$ cat config.mk
export PLATFORM = sky130hd
export DESIGN_NAME = efha_cfg
export DESIGN_NICKNAME = d
export VERILOG_FILES = /design/src/rtl/efha_pkg.sv /design/src/rtl/efha_cfg.sv
export SDC_FILE = /design/constraint.sdc
export NUM_CORES = 1
export LEC_CHECK = 0
export ABC_CLOCK_PERIOD_IN_PS = 1400
export BUFFER_PORTS_ARGS = -buffer_cell sky130_fd_sc_hd__buf_4
export CORE_UTILIZATION = 35
export DETAILED_ROUTE_END_ITERATION = 7
export PLACE_DENSITY = 0.75
export SLEW_MARGIN = 10
export SYNTH_ARGS = -nofsm -noshare
export SYNTH_HDL_FRONTEND = slang
export SYNTH_SLANG_ARGS = --single-unit
$ cat constraint.sdc
create_clock -name clk -period 1.4 [get_ports clk]
set_clock_uncertainty 0.05 [all_clocks]
set_input_delay 0.35 -clock clk [delete_from_list [all_inputs] [get_ports clk]]
set_output_delay 0.35 -clock clk [all_outputs]
set_load 0.05 [all_outputs]
$ cat src/rtl/efha_pkg.sv
// Shared types, codes and defaults of the free-list heap allocator.
package efha_pkg;

  localparam int DEF_HEAP_WORDS   = 8192;
  localparam int OPC_W            = 2;
  localparam int SIZE_W           = 16;
  localparam int ADDR_W           = 16;
  localparam int ST_W             = 2;
  localparam int CNT_W            = 17;
  localparam int PADDR_W          = 3;
  localparam int PDATA_W          = 32;

  localparam logic [OPC_W-1:0] OP_INIT    = 2'd0;
  localparam logic [OPC_W-1:0] OP_ALLOC   = 2'd1;
  localparam logic [OPC_W-1:0] OP_RELEASE = 2'd2;

  localparam logic [ST_W-1:0] ST_OK   = 2'd0;
  localparam logic [ST_W-1:0] ST_NULL = 2'd1;
  localparam logic [ST_W-1:0] ST_OOM  = 2'd2;

  localparam logic REG_FIT_MODE = 1'b0;
  localparam logic REG_EXTEND   = 1'b1;

  localparam logic             DEF_FIT_MODE = 1'b0;
  localparam logic [CNT_W-1:0] DEF_EXTEND   = 17'd4096;

  typedef struct packed {
    logic             fit_mode;
    logic [CNT_W-1:0] extend_chunk;
  } cfg_t;

endpackage

$ cat src/rtl/efha_cfg.sv
// APB register file: fit mode and heap extension chunk.
module efha_cfg (
  input  logic                          clk,
  input  logic                          rst_n,
  input  logic                          psel,
  input  logic                          penable,
  input  logic                          pwrite,
  input  logic [efha_pkg::PADDR_W-1:0]  paddr,
  input  logic [efha_pkg::PDATA_W-1:0]  pwdata,
  output logic [efha_pkg::PDATA_W-1:0]  prdata,
  output logic                          pready,
  output efha_pkg::cfg_t                cfg
);
  import efha_pkg::*;

  logic             fit_r, fit_nxt;
  logic [CNT_W-1:0] ext_r, ext_nxt;
  logic             wr_go;

  assign pready = 1'b1;
  assign wr_go  = psel && penable && pwrite;

  always_comb begin
    fit_nxt = fit_r;
    ext_nxt = ext_r;
    if (wr_go) begin
      unique case (paddr[2])
        REG_FIT_MODE: fit_nxt = pwdata[0];
        REG_EXTEND:   ext_nxt = pwdata[CNT_W-1:0];
        default: ;
      endcase
    end
  end

  always_ff @(posedge clk) begin
    if (!rst_n) begin
      fit_r <= DEF_FIT_MODE;
      ext_r <= DEF_EXTEND;
    end else begin
      fit_r <= fit_nxt;
      ext_r <= ext_nxt;
    end
  end

  always_comb begin
    unique case (paddr[2])
      REG_FIT_MODE: prdata = {{(PDATA_W-1){1'b0}}, fit_r};
      REG_EXTEND:   prdata = {{(PDATA_W-CNT_W){1'b0}}, ext_r};
      default:      prdata = '0;
    endcase
  end

  assign cfg.fit_mode     = fit_r;
  assign cfg.extend_chunk = ext_r;

endmodule

==> run metrics <==
violations in the final reports=negative setup slack; Worst EP required=1.00 ns; HP Class=input port to register; initial antenna violation count=0; Max-cap violations=0; Final Max Tran Viols=0; R2R Path Start=fit_r; CTS buffer count=3; Starting Density=36.6%; DRC=0; Max Freq=0.701 GHz; commonest cells after routing, fill and taps aside=buf_4 (45), nand2_1 (33), mux2i_1 (18), dfxtp_2 (18); Detailed Route WL=2.12 mm; sequential element share of the synthesized area=36.0%; Yosys warnings=0; Util after Layout=55.3%; PnR Total Power=0.00110 W; Fin. Hold Viols=0; leak pwr=0.726 nW; largest fanout on the critical path=2; RD Place Congestion=0.764; vias per cell=4.39; CTS tree=done; DRT iter0 DRCs=35; Total GRT Usage=14.3%; I/O Pins=91; hold-critical path depth=3; WHS Endpoint=ext_r[1]; Seq cells post-synth=18; post-DR wirelength/cell=10.6 um; Tmin final=1.43 ns; drt pass-1 iters=4; RSZ-0062 raised after global routing=yes; reg2reg path depth=3; later-pin clock latency in the skew report=0.27 ns; largest net degree at the start of global routing=36; Worst Path Arrival=1.03 ns; CORE AREA=2730 um2; Nets=212; clock slew at reported path FFs=0.10 ns; fin crit share=102%; Synth Instances=116; CP Launch Type=register; maximum clock path buffer count=2; post-route ant nets=0; Crit Path Class=register to output port; Max IR drop VDD=0.000543 V; DP Cell Count=196; CTS Root Buffer Type=clkbuf_4; synth unique cells=15; status=finished, violations left; via count=883; die area=3070 um2; synthesized area=1000 um2; final setup vio count=1; post-route setup slack=-0.0272 ns; Synth Area per Inst=8.62 um2; reg2reg setup slack=0.67 ns; DP HPWL=1.58 mm; hold_sp=pwdata[1]; Die X=55.4 um; Pwr per Cell Area=725 nW/um2; R2R Path End=fit_r; commonest non-fill, non-tap cell in the layout=buf_4; non-filler cells, final=201; # rows=19; first-pass GRT wire length=3.52 mm; PortBufs=57; crit path capture type=output port; Clock Sinks=18; vias in the first global route=805; die height=55.4 um; total gr overflow=0; Antenna Cells=0; H-tree Lvls=1; layout cells sized above 1=58.2%; Area Growth Syn to Fin=51.3%
-- worst max-delay path: stages, from the launching register on --
cell and delay, ns:
dfxtp_2 0.33, mux2_4 0.27, buf_8 0.15
-- cells in the mapped netlist --
cell / n / share of area (%)
and2_1: 10 / 6.3
and2_2: 6 / 4.5
and4_1: 1 / 0.88
buf_12: 1 / 2.0
buf_2: 1 / 0.50
buf_4: 17 / 13
buf_6: 1 / 1.1
clkbuf_1: 4 / 1.5
conb_1: 2 / 0.75
dfxtp_1: 18 / 36
mux2_2: 1 / 1.1
mux2i_1: 18 / 18
nand2_1: 33 / 12
nand4b_1: 1 / 0.88
nor2b_1: 2 / 1.3
-- flip-flops by register name (all words and copies together), names as in the netlist --
signal	flops
fit_r	1
ext_r	17
-- what timing repair did --
item | CTS | global route
gates resized for setup | 4 | 14
gates cloned | 0 | 0
setup endpoints to repair | 1 | 14
buffers inserted | 2 | 0
hold buffers | 0 | 0
-- stage by stage --
stage,hold slack (ns),setup TNS (ns),cell area [um2],setup slack [ns]
final,0.252,-0.0272,1510,-0.0272
after detailed placement,0.400,0,1410,0.00749
after global routing,0.244,-0.0787,1510,-0.0686
after CTS,0.241,-0.0413,1460,-0.0413
after global placement,0.396,0,1410,0.0167
after floorplan,0.399,-0.0248,1080,-0.0248
-- power by group --
| group | leakage, nW | total [W] | switching (W) | internal, W |
|---|---|---|---|---|
| combinational | 0.559 | 0.000318 | 0.000218 | 0.0000998 |
| sequential | 0.154 | 0.000532 | 0.00000739 | 0.000525 |
| clock | 0.0138 | 0.000246 | 0.000147 | 0.0000996 |
-- per-layer routing --
| metal | GRT usage (%) | routed length, um | vias to the layer above | share of wire (%) |
|---|---|---|---|---|
| met4 | 5.36 | 12 | 0 | 0.56 |
| li1 | - | - | 441 | - |
| met3 | 4.22 | 167 | 2 | 7.9 |
| met5 | 0 | 0 | - | 0 |
| met1 | 16.7 | 897 | 396 | 42 |
| met2 | 24.6 | 1050 | 44 | 49 |
-- kinds of logic after synthesis --
group	after synthesis	synth area share [%]
simple gates	53	26.2
mux	19	19.1
buf+inv	24	17.9
flops	18	36.0
other cells	2	0.751
-- cell type report --
type | count | area [um2]
multi-input combinational | 88 | 529
tap | 31 | 38.8
sequential | 18 | 383
timing repair buffer | 61 | 539
fill | 251 | 1220
clock buffer | 3 | 22.5
-- worst max-delay path by stage --
| stage | depth (start not counted) | from | end | slack, ns |
|---|---|---|---|---|
| floorplan | 1 | ext_r[12] | prdata[12] | -0.02 |
| finish | 2 | fit_r | prdata[0] | -0.03 |
| global route | 2 | fit_r | prdata[0] | -0.07 |
| CTS | 2 | fit_r | prdata[0] | -0.04 |
| global placement | 4 | paddr[2] | prdata[3] | 0.02 |
| detailed placement | 4 | paddr[2] | prdata[12] | 0.007 |
Note: power is estimated with default switching activity, not from simulation.
